--- src/hw/rtl/cth_pkg.sv ---
`timescale 1ns / 1ps

package cth_pkg;

    localparam logic [2:0] CMD_OPEN       = 3'd0;
    localparam logic [2:0] CMD_CONNECT    = 3'd1;
    localparam logic [2:0] CMD_DISCONNECT = 3'd2;
    localparam logic [2:0] CMD_CLOSE      = 3'd3;
    localparam logic [2:0] CMD_RX         = 3'd4;
    localparam logic [2:0] CMD_TICK       = 3'd5;

    localparam logic [1:0] ST_CLOSED    = 2'd0;
    localparam logic [1:0] ST_SYNSENT   = 2'd1;
    localparam logic [1:0] ST_CONNECTED = 2'd2;
    localparam logic [1:0] ST_FINWAIT   = 2'd3;

    localparam logic [1:0] SEG_SYN    = 2'd0;
    localparam logic [1:0] SEG_SYNACK = 2'd1;
    localparam logic [1:0] SEG_FIN    = 2'd2;
    localparam logic [1:0] SEG_FINACK = 2'd3;

    localparam logic [1:0] KIND_REPLY = 2'd0;
    localparam logic [1:0] KIND_SEG   = 2'd1;
    localparam logic [1:0] KIND_EVENT = 2'd2;

    localparam logic [1:0] EV_CONNECTED = 2'd0;
    localparam logic [1:0] EV_FINACK    = 2'd1;
    localparam logic [1:0] EV_SYN_FAIL  = 2'd2;
    localparam logic [1:0] EV_FIN_FAIL  = 2'd3;

    localparam logic [1:0] REG_SYN_TIMEOUT = 2'd0;
    localparam logic [1:0] REG_SYN_RETRY   = 2'd1;
    localparam logic [1:0] REG_FIN_TIMEOUT = 2'd2;
    localparam logic [1:0] REG_FIN_RETRY   = 2'd3;

    localparam int MAX_OUT = 16;

    // Controller to datapath.
    typedef struct packed {
        logic latch;    // capture the command beat
        logic visit;    // process the entry at the scan index
        logic direct;   // process the addressed slot (connect/disconnect/close)
        logic finish;   // finish open: allocate or fail
        logic scan_clr; // reset scan index
    } cth_ctl_t;

    // Datapath to controller.
    typedef struct packed {
        logic scan_done;
        logic stop;     // open or receive lookup found its answer
    } cth_sts_t;

endpackage

--- src/hw/rtl/cth_ctrl.sv ---
`timescale 1ns / 1ps

module cth_ctrl (
    input  logic              clk,
    input  logic              rst_n,
    input  logic              start,
    input  logic [2:0]        cmd,
    output logic              busy,
    output cth_pkg::cth_ctl_t ctl,
    input  cth_pkg::cth_sts_t sts
);

    localparam logic [1:0] S_IDLE   = 2'd0;
    localparam logic [1:0] S_SCAN   = 2'd1;
    localparam logic [1:0] S_DIRECT = 2'd2;
    localparam logic [1:0] S_FINISH = 2'd3;

    logic [1:0] state_reg, state_next;
    logic [2:0] cmd_reg;

    always_ff @(posedge clk or negedge rst_n)
    begin
        if (!rst_n)
        begin
            state_reg <= S_IDLE;
            cmd_reg   <= 3'd0;
        end
        else
        begin
            state_reg <= state_next;
            if (start && state_reg == S_IDLE)
            begin
                cmd_reg <= cmd;
            end
        end
    end

    assign busy = (state_reg != S_IDLE);

    always_comb
    begin
        state_next   = state_reg;
        ctl          = '0;
        case (state_reg)
            S_IDLE:
            begin
                if (start)
                begin
                    ctl.latch    = 1'b1;
                    ctl.scan_clr = 1'b1;
                    if (cmd inside {cth_pkg::CMD_OPEN, cth_pkg::CMD_RX, cth_pkg::CMD_TICK})
                    begin
                        state_next = S_SCAN;
                    end
                    else if (cmd inside {cth_pkg::CMD_CONNECT, cth_pkg::CMD_DISCONNECT,
                                         cth_pkg::CMD_CLOSE})
                    begin
                        state_next = S_DIRECT;
                    end
                end
            end
            S_SCAN:
            begin
                ctl.visit = 1'b1;
                if (sts.stop)
                begin
                    state_next = S_IDLE;
                end
                else if (sts.scan_done)
                begin
                    state_next = (cmd_reg == cth_pkg::CMD_OPEN) ? S_FINISH : S_IDLE;
                end
            end
            S_DIRECT:
            begin
                ctl.direct = 1'b1;
                state_next = S_IDLE;
            end
            S_FINISH:
            begin
                ctl.finish = 1'b1;
                state_next = S_IDLE;
            end
            default:
            begin
                state_next = S_IDLE;
            end
        endcase
    end

endmodule

--- src/hw/rtl/cth_datapath.sv ---
`timescale 1ns / 1ps

module cth_datapath #(
    parameter int NUM_CONNECTIONS = 8
) (
    input  logic              clk,
    input  logic              rst_n,
    input  cth_pkg::cth_ctl_t ctl,
    output cth_pkg::cth_sts_t sts,
    input  logic              cfg_we,
    input  logic [1:0]        cfg_index,
    input  logic [15:0]       cfg_data,
    input  logic [2:0]        cmd,
    input  logic [2:0]        slot,
    input  logic [15:0]       local_port,
    input  logic [15:0]       remote_port,
    input  logic [15:0]       rx_dest_port,
    input  logic [2:0]        rx_seg_type,
    output logic              done,
    output logic [1:0]        out_kind,
    output logic              ok,
    output logic [2:0]        out_slot,
    output logic [1:0]        event_code,
    output logic [1:0]        tx_seg_type,
    output logic [15:0]       tx_src_port,
    output logic [15:0]       tx_dest_port,
    output logic              last
);

    localparam int IW = (NUM_CONNECTIONS > 1) ? $clog2(NUM_CONNECTIONS) : 1;
    localparam int CW = $clog2(NUM_CONNECTIONS + 1);
    localparam int NW = $clog2(cth_pkg::MAX_OUT + 1);

    logic [15:0] syn_to_reg, fin_to_reg;
    logic [3:0]  syn_rl_reg, fin_rl_reg;

    logic [NUM_CONNECTIONS-1:0] valid_reg;
    logic [1:0]  st_mem  [NUM_CONNECTIONS];
    logic [15:0] cp_mem  [NUM_CONNECTIONS];
    logic [15:0] sp_mem  [NUM_CONNECTIONS];
    logic [15:0] tm_mem  [NUM_CONNECTIONS];
    logic [3:0]  rl_mem  [NUM_CONNECTIONS];

    logic [2:0]  cmd_reg, slot_reg, stype_reg;
    logic [15:0] lport_reg, rport_reg, dport_reg;
    logic [CW-1:0] idx_reg;
    logic [NW-1:0] nout_reg;
    logic          free_found_reg;
    logic [IW-1:0] free_idx_reg;

    logic [IW-1:0] idx;
    logic [1:0]  e_st;
    logic        e_v;
    logic [15:0] e_tm;
    logic        e_syn;
    logic        here;
    logic [IW-1:0] sidx;

    assign idx   = idx_reg[IW-1:0];
    assign e_v   = valid_reg[idx];
    assign e_st  = st_mem[idx];
    assign e_tm  = tm_mem[idx];
    assign e_syn = (e_st == cth_pkg::ST_SYNSENT);
    assign sidx  = IW'(slot_reg);
    assign here  = (32'(slot_reg) < 32'(NUM_CONNECTIONS)) && valid_reg[sidx];

    logic is_last_scan;
    assign is_last_scan = (idx_reg == CW'(NUM_CONNECTIONS - 1));
    assign sts.scan_done = is_last_scan;

    logic match;
    assign match = e_v && (cp_mem[idx] == ((cmd_reg == cth_pkg::CMD_OPEN) ? lport_reg
                                                                          : dport_reg));
    assign sts.stop = match && (cmd_reg != cth_pkg::CMD_TICK);

    // Result staging: up to two results per cycle for connect/disconnect.
    logic        r0_v, r1_v;
    logic [1:0]  r0_kind, r0_code, r0_seg;
    logic        r0_ok;
    logic [2:0]  r0_slot;
    logic [15:0] r0_src, r0_dst;
    logic        r0_last;
    logic        r1_ok;
    logic        tick_last;

    // Last for ticks: no later entry that would still report, or this is the last result MAX_OUT allows.
    logic [NUM_CONNECTIONS-1:0] reporter;
    always_comb
    begin
        for (int k = 0; k < NUM_CONNECTIONS; k++)
        begin
            reporter[k] = valid_reg[k] &&
                          (st_mem[k] == cth_pkg::ST_SYNSENT ||
                           st_mem[k] == cth_pkg::ST_FINWAIT) &&
                          (tm_mem[k] <= 16'd1);
        end
    end
    logic [NUM_CONNECTIONS-1:0] later_mask;
    always_comb
    begin
        for (int k = 0; k < NUM_CONNECTIONS; k++)
        begin
            later_mask[k] = (k > int'(idx));
        end
    end
    assign tick_last = ((reporter & later_mask) == '0) ||
                       (nout_reg == NW'(cth_pkg::MAX_OUT - 1));

    always_comb
    begin
        r0_v = 1'b0; r1_v = 1'b0;
        r0_kind = cth_pkg::KIND_REPLY; r0_ok = 1'b0; r0_slot = 3'd0;
        r0_code = 2'd0; r0_seg = 2'd0; r0_src = 16'd0; r0_dst = 16'd0;
        r0_last = 1'b1; r1_ok = 1'b0;
        if (ctl.visit)
        begin
            if (cmd_reg == cth_pkg::CMD_OPEN)
            begin
                if (match)
                begin
                    r0_v = 1'b1;
                end
            end
            else if (cmd_reg == cth_pkg::CMD_RX)
            begin
                if (match && e_st == cth_pkg::ST_SYNSENT &&
                    stype_reg == {1'b0, cth_pkg::SEG_SYNACK})
                begin
                    r0_v = 1'b1; r0_kind = cth_pkg::KIND_EVENT; r0_ok = 1'b1;
                    r0_slot = 3'(idx_reg); r0_code = cth_pkg::EV_CONNECTED;
                end
                else if (match && e_st == cth_pkg::ST_FINWAIT &&
                         stype_reg == {1'b0, cth_pkg::SEG_FINACK})
                begin
                    r0_v = 1'b1; r0_kind = cth_pkg::KIND_EVENT; r0_ok = 1'b1;
                    r0_slot = 3'(idx_reg); r0_code = cth_pkg::EV_FINACK;
                end
            end
            else
            begin
                if (reporter[idx] && nout_reg < NW'(cth_pkg::MAX_OUT))
                begin
                    r0_v = 1'b1; r0_slot = 3'(idx_reg); r0_last = tick_last;
                    if (rl_mem[idx] != 4'd0)
                    begin
                        r0_kind = cth_pkg::KIND_SEG; r0_ok = 1'b1;
                        r0_seg = e_syn ? cth_pkg::SEG_SYN : cth_pkg::SEG_FIN;
                        r0_src = cp_mem[idx]; r0_dst = sp_mem[idx];
                    end
                    else
                    begin
                        r0_kind = cth_pkg::KIND_EVENT;
                        r0_code = e_syn ? cth_pkg::EV_SYN_FAIL : cth_pkg::EV_FIN_FAIL;
                    end
                end
            end
        end
        else if (ctl.finish)
        begin
            r0_v = 1'b1; r0_ok = free_found_reg;
            r0_slot = free_found_reg ? 3'(free_idx_reg) : 3'd0;
        end
        else if (ctl.direct)
        begin
            r0_slot = slot_reg;
            if (cmd_reg == cth_pkg::CMD_CONNECT && here &&
                st_mem[sidx] == cth_pkg::ST_CLOSED)
            begin
                r0_v = 1'b1; r0_kind = cth_pkg::KIND_SEG; r0_ok = 1'b1;
                r0_seg = cth_pkg::SEG_SYN; r0_src = cp_mem[sidx]; r0_dst = rport_reg;
                r0_last = 1'b0; r1_v = 1'b1; r1_ok = 1'b1;
            end
            else if (cmd_reg == cth_pkg::CMD_DISCONNECT && here &&
                     st_mem[sidx] == cth_pkg::ST_CONNECTED)
            begin
                r0_v = 1'b1; r0_kind = cth_pkg::KIND_SEG; r0_ok = 1'b1;
                r0_seg = cth_pkg::SEG_FIN; r0_src = cp_mem[sidx]; r0_dst = sp_mem[sidx];
                r0_last = 1'b0; r1_v = 1'b1; r1_ok = 1'b1;
            end
            else
            begin
                r0_v = 1'b1;
                r0_ok = (cmd_reg == cth_pkg::CMD_CLOSE) && here &&
                        (st_mem[sidx] == cth_pkg::ST_CLOSED);
            end
        end
    end

    logic       pend_reg;
    logic       pend_ok_reg;
    logic [2:0] pend_slot_reg;

    always_ff @(posedge clk or negedge rst_n)
    begin
        if (!rst_n)
        begin
            syn_to_reg <= 16'd100; syn_rl_reg <= 4'd5;
            fin_to_reg <= 16'd100; fin_rl_reg <= 4'd5;
            valid_reg  <= '0;
            idx_reg    <= '0;
            nout_reg   <= '0;
            done       <= 1'b0;
            pend_reg   <= 1'b0;
            free_found_reg <= 1'b0;
        end
        else
        begin
            if (cfg_we)
            begin
                case (cfg_index)
                    cth_pkg::REG_SYN_TIMEOUT: syn_to_reg <= cfg_data;
                    cth_pkg::REG_SYN_RETRY:   syn_rl_reg <= cfg_data[3:0];
                    cth_pkg::REG_FIN_TIMEOUT: fin_to_reg <= cfg_data;
                    cth_pkg::REG_FIN_RETRY:   fin_rl_reg <= cfg_data[3:0];
                    default: ;
                endcase
            end
            if (ctl.scan_clr)
            begin
                idx_reg <= '0; nout_reg <= '0; free_found_reg <= 1'b0;
            end
            else if (ctl.visit)
            begin
                idx_reg <= idx_reg + CW'(1);
                if (r0_v) nout_reg <= nout_reg + NW'(1);
                if (!e_v && !free_found_reg)
                begin
                    free_found_reg <= 1'b1;
                end
            end
            if (ctl.finish && free_found_reg)
            begin
                valid_reg[free_idx_reg] <= 1'b1;
            end
            if (ctl.direct && cmd_reg == cth_pkg::CMD_CLOSE && r0_ok)
            begin
                valid_reg[sidx] <= 1'b0;
            end
            done     <= r0_v || pend_reg;
            pend_reg <= r1_v;
        end
    end

    always_ff @(posedge clk)
    begin
        if (ctl.latch)
        begin
            cmd_reg <= cmd; slot_reg <= slot; stype_reg <= rx_seg_type;
            lport_reg <= local_port; rport_reg <= remote_port; dport_reg <= rx_dest_port;
        end
        if (ctl.visit && !e_v && !free_found_reg)
        begin
            free_idx_reg <= idx;
        end
        if (ctl.finish && free_found_reg)
        begin
            cp_mem[free_idx_reg] <= lport_reg;
            st_mem[free_idx_reg] <= cth_pkg::ST_CLOSED;
        end
        if (ctl.visit && cmd_reg == cth_pkg::CMD_RX && r0_v)
        begin
            st_mem[idx] <= (r0_code == cth_pkg::EV_CONNECTED) ? cth_pkg::ST_CONNECTED
                                                              : cth_pkg::ST_CLOSED;
        end
        if (ctl.visit && cmd_reg == cth_pkg::CMD_TICK && e_v &&
            (e_st == cth_pkg::ST_SYNSENT || e_st == cth_pkg::ST_FINWAIT))
        begin
            if (e_tm > 16'd1)
            begin
                tm_mem[idx] <= e_tm - 16'd1;
            end
            else if (rl_mem[idx] != 4'd0)
            begin
                rl_mem[idx] <= rl_mem[idx] - 4'd1;
                tm_mem[idx] <= e_syn ? syn_to_reg : fin_to_reg;
            end
            else
            begin
                st_mem[idx] <= cth_pkg::ST_CLOSED;
            end
        end
        if (ctl.direct && r1_v)
        begin
            if (cmd_reg == cth_pkg::CMD_CONNECT)
            begin
                sp_mem[sidx] <= rport_reg; st_mem[sidx] <= cth_pkg::ST_SYNSENT;
                tm_mem[sidx] <= syn_to_reg; rl_mem[sidx] <= syn_rl_reg;
            end
            else
            begin
                st_mem[sidx] <= cth_pkg::ST_FINWAIT;
                tm_mem[sidx] <= fin_to_reg; rl_mem[sidx] <= fin_rl_reg;
            end
        end
        pend_ok_reg   <= r1_ok;
        pend_slot_reg <= r0_slot;
        if (pend_reg)
        begin
            out_kind <= cth_pkg::KIND_REPLY; ok <= pend_ok_reg; out_slot <= pend_slot_reg;
            event_code <= 2'd0; tx_seg_type <= 2'd0; tx_src_port <= 16'd0;
            tx_dest_port <= 16'd0; last <= 1'b1;
        end
        else
        begin
            out_kind <= r0_kind; ok <= r0_ok; out_slot <= r0_slot; event_code <= r0_code;
            tx_seg_type <= r0_seg; tx_src_port <= r0_src; tx_dest_port <= r0_dst;
            last <= r0_last;
        end
    end

endmodule

--- src/hw/rtl/connection_table_handshake_fsm.sv ---
`timescale 1ns / 1ps

// Channel   Ports                                         Beat
// command   start, busy, cmd, slot, local_port, ...       start && !busy
// result    done, out_kind, ok, out_slot, ..., last       done (one cycle)
// config    cfg_we, cfg_index, cfg_data                    cfg_we
//
// Open, receive and tick visit one entry a cycle until the scan ends or an open or receive
// lookup matches; an open that finds no match then takes a finish step that allocates or fails.
// Connect, disconnect and close go straight to the direct state without a scan.
// Each result is registered and shows in the cycle after its entry is handled, at most one a cycle;
// the reply after a SYN or FIN beat follows on the next cycle.
// Reset empties the table and loads the register defaults; the receiver cannot stall.

module connection_table_handshake_fsm #(
    parameter int NUM_CONNECTIONS = 8
) (
    input  logic        clk,
    input  logic        rst_n,
    input  logic        start,
    output logic        busy,
    input  logic [2:0]  cmd,
    input  logic [2:0]  slot,
    input  logic [15:0] local_port,
    input  logic [15:0] remote_port,
    input  logic [15:0] rx_dest_port,
    input  logic [2:0]  rx_seg_type,
    input  logic        cfg_we,
    input  logic [1:0]  cfg_index,
    input  logic [15:0] cfg_data,
    output logic        done,
    output logic [1:0]  out_kind,
    output logic        ok,
    output logic [2:0]  out_slot,
    output logic [1:0]  event_code,
    output logic [1:0]  tx_seg_type,
    output logic [15:0] tx_src_port,
    output logic [15:0] tx_dest_port,
    output logic        last
);

    cth_pkg::cth_ctl_t ctl;
    cth_pkg::cth_sts_t sts;

    cth_ctrl u_ctrl (
        .clk(clk), .rst_n(rst_n), .start(start), .cmd(cmd),
        .busy(busy), .ctl(ctl), .sts(sts)
    );

    cth_datapath #(.NUM_CONNECTIONS(NUM_CONNECTIONS)) u_dp (
        .clk(clk), .rst_n(rst_n), .ctl(ctl), .sts(sts),
        .cfg_we(cfg_we), .cfg_index(cfg_index), .cfg_data(cfg_data),
        .cmd(cmd), .slot(slot), .local_port(local_port), .remote_port(remote_port),
        .rx_dest_port(rx_dest_port), .rx_seg_type(rx_seg_type),
        .done(done), .out_kind(out_kind), .ok(ok), .out_slot(out_slot),
        .event_code(event_code), .tx_seg_type(tx_seg_type),
        .tx_src_port(tx_src_port), .tx_dest_port(tx_dest_port), .last(last)
    );

`ifndef ASSERT_OFF
    a_latch_idle: assert property (@(posedge clk) disable iff (!rst_n)
        ctl.latch |-> !busy)
        else $error("command captured while busy");
    a_one_phase: assert property (@(posedge clk) disable iff (!rst_n)
        $countones({ctl.visit, ctl.direct, ctl.finish}) <= 1)
        else $error("controller phases overlap");
    a_reply_kind: assert property (@(posedge clk) disable iff (!rst_n)
        (done && out_kind == cth_pkg::KIND_SEG) |-> !last || $past(ctl.visit))
        else $error("direct segment marked last");
`endif

endmodule

--- config.mk ---
export PLATFORM = sky130hd
export DESIGN_NAME = connection_table_handshake_fsm
export DESIGN_NICKNAME = d
export VERILOG_FILES = /design/src/hw/rtl/cth_pkg.sv /design/src/hw/rtl/cth_ctrl.sv /design/src/hw/rtl/cth_datapath.sv /design/src/hw/rtl/connection_table_handshake_fsm.sv
export SDC_FILE = /design/constraint.sdc
export NUM_CORES = 1
export LEC_CHECK = 0
export BUFFER_PORTS_ARGS = -buffer_cell sky130_fd_sc_hd__buf_2
export CORE_MARGIN = 2
export CORE_UTILIZATION = 55
export CTS_CLUSTER_SIZE = 40
export DETAILED_ROUTE_END_ITERATION = 8
export PLACE_DENSITY = 0.72
export REMOVE_ABC_BUFFERS = 1
export SLEW_MARGIN = 20
export SYNTH_ARGS = -nofsm -noshare
export SYNTH_HDL_FRONTEND = slang
export SYNTH_SLANG_ARGS = --single-unit
--- constraint.sdc ---
create_clock -name clk -period 10.8 [get_ports clk]
set_clock_uncertainty 0.2 [all_clocks]
set_input_delay 0 -clock clk [delete_from_list [all_inputs] [get_ports clk]]
set_output_delay 0 -clock clk [all_outputs]
set_load 0.01 [all_outputs]
After elaboration in Yosys (flattened, before gate mapping)
Memory sizes are Yosys's and may differ from the RTL's. A register that Yosys moved wholly into a read port is not among the register bits. Cells that the tools add are included.

$add $sub $neg: 4. Magnitude comparators: 22. Equality and inequality tests: 44. Muxes and demuxes: 164. Bitwise operators: 9. Reduce and logical (&&, ||, !) cells: 84.

Operators with widths (count): 16-bit 2-to-1 mux (23); 16-bit by 1-bit <= comparator with 1-bit output, second input constant (8); 2-bit 2-to-1 mux (37); 1-bit 2-to-1 mux (72); 3-bit 2-to-1 mux (17); 1-bit logical AND (44); 2-bit equality test, second input constant (14); 2-bit by 1-bit equality test with 1-bit output, second input constant (11); 8-bit bitwise AND (2); 16-bit equality test (1); 16-bit by 1-bit > comparator with 1-bit output, second input constant (1); 4-bit 2-to-1 mux (4); 8-bit 2-to-1 mux (2); 16-bit OR reduction (1); 16-bit by 1-bit subtractor with 16-bit output, second input constant (1); 3-bit by 2-bit equality test with 1-bit output, second input constant (5); 5-bit 2-to-1 mux (3); 3-bit equality test, second input constant (4); 3-bit > comparator, first input constant (4); 3-bit by 4-bit < comparator with 1-bit output, second input constant (3); 2-bit AND reduction (6); 1-bit logical OR (11); 1-bit binary-select mux with 3-bit select (3); 3-bit by 1-bit equality test with 1-bit output, second input constant (3); other kinds (27) (47).

Register bits after elaboration: 172. Bits in writable memories: 432. Input bits: 79. Output and inout bits: 45. Logic and storage cells: 361. Memories kept: 5.

Memories: u_dp.cp_mem (words 8, width 16, rd ports 2, clocked after Yosys merged registers in 1, wr ports 1, line cth_datapath.sv:39) `logic [15:0] cp_mem [NUM_CONNECTIONS];`; u_dp.sp_mem (words 8, width 16, rd ports 2, clocked after Yosys merged registers in 1, wr ports 1, line cth_datapath.sv:40) `logic [15:0] sp_mem [NUM_CONNECTIONS];`; u_dp.tm_mem (words 8, width 16, rd ports 9, clocked after Yosys merged registers in 0, wr ports 1, line cth_datapath.sv:41) `logic [15:0] tm_mem [NUM_CONNECTIONS];`; u_dp.rl_mem (words 8, width 4, rd ports 1, clocked after Yosys merged registers in 0, wr ports 1, line cth_datapath.sv:42) `logic [3:0] rl_mem [NUM_CONNECTIONS];`; u_dp.st_mem (words 8, width 2, rd ports 10, clocked after Yosys merged registers in 1, wr ports 1, line cth_datapath.sv:38) `logic [1:0] st_mem [NUM_CONNECTIONS];`.

Longest topological paths before layout
An unclocked memory read counts as a cell.

Word-level depth: 19. Depth in mapped cells: 19. Mapped depth without buffers: 13.

Modules after synthesis
A second synthesis with hierarchy kept.

Cells, all modules: 1877. Area, all modules: 27538.9 sq um.

Modules (own cells, without submodules): cth_datapath (instances 1, cells an instance 1850, area an instance 27238.6 sq um, sequential area each 17189.0 sq um); cth_ctrl (instances 1, cells an instance 27, area an instance 300.3 sq um, sequential area each 125.1 sq um).

Worst setup path before layout
No wires, ideal clock.

Path kind: reg2reg. Start: reg (tool-made name). End: mem u_dp.sp_mem[5][0], enable pin. Library setup time: 0.413 ns. Data arrival time: 3.944 ns. Data required time: 10.187 ns. Slack: 6.244 ns. Stages on the path, launching flop included: 8. Path buffers: 2. Clock period less this slack: 4.556 ns. Cells stage by stage: dfxtp_1 -> clkbuf_1 -> mux4_2 -> mux2_2 -> a2111oi_0 -> nor3b_1 -> clkbuf_1 -> nor3b_1.

RTL lines (line): end: declaration (cth_datapath.sv:40).

Worst setup path in the final report
Start: reg u_dp.idx_reg[1]. End: mem u_dp.tm_mem[6][15], data pin.

Cells in the longest elaborated chain, start to end: 8. Elaborated cells between the ends (all ways): 20. Those cells by class: add/sub: 1; order compare: 1; eq/ne: 2; mux: 9; reduce/logical: 4; memory: 3.

RTL lines: start: declaration (line cth_datapath.sv:46) `logic [CW-1:0] idx_reg;`; start signal: assignment (line cth_datapath.sv:224) `idx_reg <= idx_reg + CW'(1);`; parallel branches: the longest is 6 deep, another holds memory read 8 x 16 bit; 16-bit 2-to-1 mux (no source line) (*) (2 in a row); end: declaration (line cth_datapath.sv:41).

Mark *: on every way between the ends. The select of a mux whose other input is x is not followed.

==> flow_summary.json <==
{
  "pre_cts_ws_ns": 4.93,
  "setup_ws_ns": 4.84,
  "synth_cells": 1879,
  "cts.repair.resized": 0,
  "final_common_cell": "edfxtp_1",
  "clock_latency_ns": 0.60,
  "synth.distinct_cells": 82,
  "yosysWarnings": 0,
  "min_period_ns": 5.96,
  "cts_root_buf": "clkbuf_16",
  "layout_common_cells": "edfxtp_1 (492), dlygate4sd3_1 (153), mux2i_1 (135), buf_2 (122), nor2_1 (106)",
  "gp_congestion": 1.00,
  "grt_usage": 0.296,
  "ys_ff_latch": 606,
  "tightestPinTransition_ns": 1.18,
  "fin_total_pwr_mw": 7.85,
  "fp-row-count": 82,
  "route.detailed.drc": 0,
  "max_freq_ghz": 0.168,
  "area_growth_pct": 17.7,
  "timing.final.crit_share": 0.552,
  "worstPathMaxFanout": 43,
  "start_util": 0.555,
  "path_clk_slew_ns": 0.06,
  "reg_top3": "u_dp.cp_mem x128, u_dp.sp_mem x128, u_dp.tm_mem x128",
  "setup_viol": 0,
  "max_stage_delay_ns": 0.90,
  "synth_area_um2": 27700,
  "n_fill_cell": 3530,
  "path_cells": "buf_4 -> buf_4 -> and2_1 -> a221oi_1 -> nor4_2 -> and3_1 -> nand4_1 -> nor2_1 -> a21oi_1 -> o21ai_0",
  "rsz0062_at_grt": "no",
  "crit_path_frequent_cell": "buf_4",
  "die_w_um": 228,
  "drv_slew": 0,
  "drt-pass1-iter-count": 8,
  "detailed_place.area_um2": 28900,
  "fin_area_um2": 32600,
  "endpoint_kind": "flop",
  "setup.worst_path.class": "reg -> reg",
  "cap_violations": 0,
  "clockBufferDepth": 3,
  "status": "finished clean",
  "holdWs_ns": 0.0362,
  "setup-tns-final_ns": 0,
  "antenna_found_initial": 1,
  "dieArea_um2": 52100,
  "ant_nets": 0,
  "clock-sinks": 606,
  "wl_per_cell_um": 26.8,
  "placedCellCount": 2600,
  "hpwl_mm": 47.8,
  "irDropWorstVdd_uv": 147,
  "synth_edf_count": 492,
  "yosysTopAreaCellShare": 0.534,
  "seq_area_um2": 17400,
  "die_h_um": 228,
  "cp-start-kind": "flop",
  "avgSynthCellArea_um2": 14.7,
  "viasPerCell": 6.57,
  "yosysSeqAreaShare": 0.629,
  "synthTopCellsByArea": "edfxtp_1 (53%), mux4_2 (7.8%), dfrtp_1 (5.0%), mux2i_1 (4.9%), mux2_2 (4.1%)",
  "io_pins": 124,
  "timing.slew.headroom": 0.214,
  "grt_first_pass_wirelength_mm": 116,
  "num-nets-final": 2237,
  "powerDensity_nw_per_um2": 241,
  "grt_remaining_overflow": 0,
  "cp.arrival_ns": 6.02,
  "grt_pass1_vias": 18900,
  "hold_viol_final": 0,
  "multi_input_area_um2": 9580,
  "dr.first_iter.drc_count": 2266,
  "grt_start_max_net_pins": 66,
  "cts_tree": "built",
  "cp.required_ns": 10.86,
  "power_leakage_nw": 11.3,
  "cts_buffers": 66,
  "cp_slowest_cell": "dfrtp_4",
  "core-area_um2": 49900,
  "ys.flop_type": "edfxtp_1",
  "port_buffers": 122,
  "utilization": 0.653,
  "drive_gt1_frac": 0.236,
  "num_vias": 18900,
  "htreeDepth": 3,
  "hp-class": "in -> reg",
  "finalNonFillerCells": 2871,
  "drt-total-wl_mm": 77.1,
  "synth_area_leader_cell": "edfxtp_1",
  "synth-async-reset-ratio": 0.107
}
area by class of cell:
class / instances / area share
Antenna cell: 1 / 0.0000769
Clock buffer: 90 / 0.0567
Clock inverter: 27 / 0.00895
Inverter: 28 / 0.00327
Multi-Input combinational cell: 1127 / 0.294
Sequential cell: 606 / 0.535
Tap cell: 672 / 0.0258
Timing Repair Buffer: 320 / 0.0762
power breakdown:
part | internal [mW] | switching (mW) | total [mW]
logic | 0.930 | 1.49 | 2.42
registers | 2.94 | 0.251 | 3.19
clock network | 1.34 | 0.895 | 2.24
path summary, 6_finish.rpt:
kind                                   from  slack, ns  depth (start not counted)                  to
max reg2reg                 u_dp.idx_reg[1]       4.84                         10  u_dp.tm_mem[6][15]
min                             cfg_data[1]       0.04                          3  u_dp.fin_to_reg[1]
max in group asynchronous             rst_n       9.26                          4     u_dp.idx_reg[0]
max                         u_dp.idx_reg[1]       4.84                         10  u_dp.tm_mem[6][15]
min reg2reg                u_dp.pend_ok_reg       0.26                          2             u_dp.ok
min in group asynchronous             rst_n       0.49                          4  u_dp.syn_rl_reg[1]
layer usage:
| layer | track usage | up-vias | part of all wire |
|---|---|---|---|
| li1 | - | 7995 | - |
| met1 | 0.398 | 9415 | 0.38 |
| met2 | 0.478 | 1216 | 0.48 |
| met3 | 0.0569 | 238 | 0.098 |
| met4 | 0.119 | 0 | 0.041 |
| met5 | 0 | - | 0 |
repair_timing:
item | CTS | global route
endpoints found under the hold margin | 174 | 0
hold buffers | 153 | 0
buffers inserted | 0 | 0
critical path, delay by kind of cell, from the launching register on:
kind,cells,cell delay (ns)
AO/OA/AOI/OAI,3,1.16
buffers and inverters,2,1.12
flip-flops,1,0.90
AND/OR/NAND/NOR,5,2.19
kinds of logic after synthesis:
logic type	count (synthesis)	synth area share
flops	606	0.629
simple gates	438	0.0813
mux	333	0.168
compound gates	317	0.0809
buf+inv	146	0.0273
xor+xnor	29	0.00918
fa+ha+maj	9	0.00407
other cells	1	0.000136
synth_stat cells (all sizes together) (18+ instances only):
cell,instances
nor3,29
a22oi,47
dfrtp,55
nor4,39
nand3,45
o21ai,47
dfxtp,49
inv,27
o22ai,25
mux2,102
nor2,111
clkbuf,63
edfxtp,492
mux2i,135
mux4,96
a21oi,61
buf,55
nand2,98
xnor2,18
(Power assumes the default switching activity.)
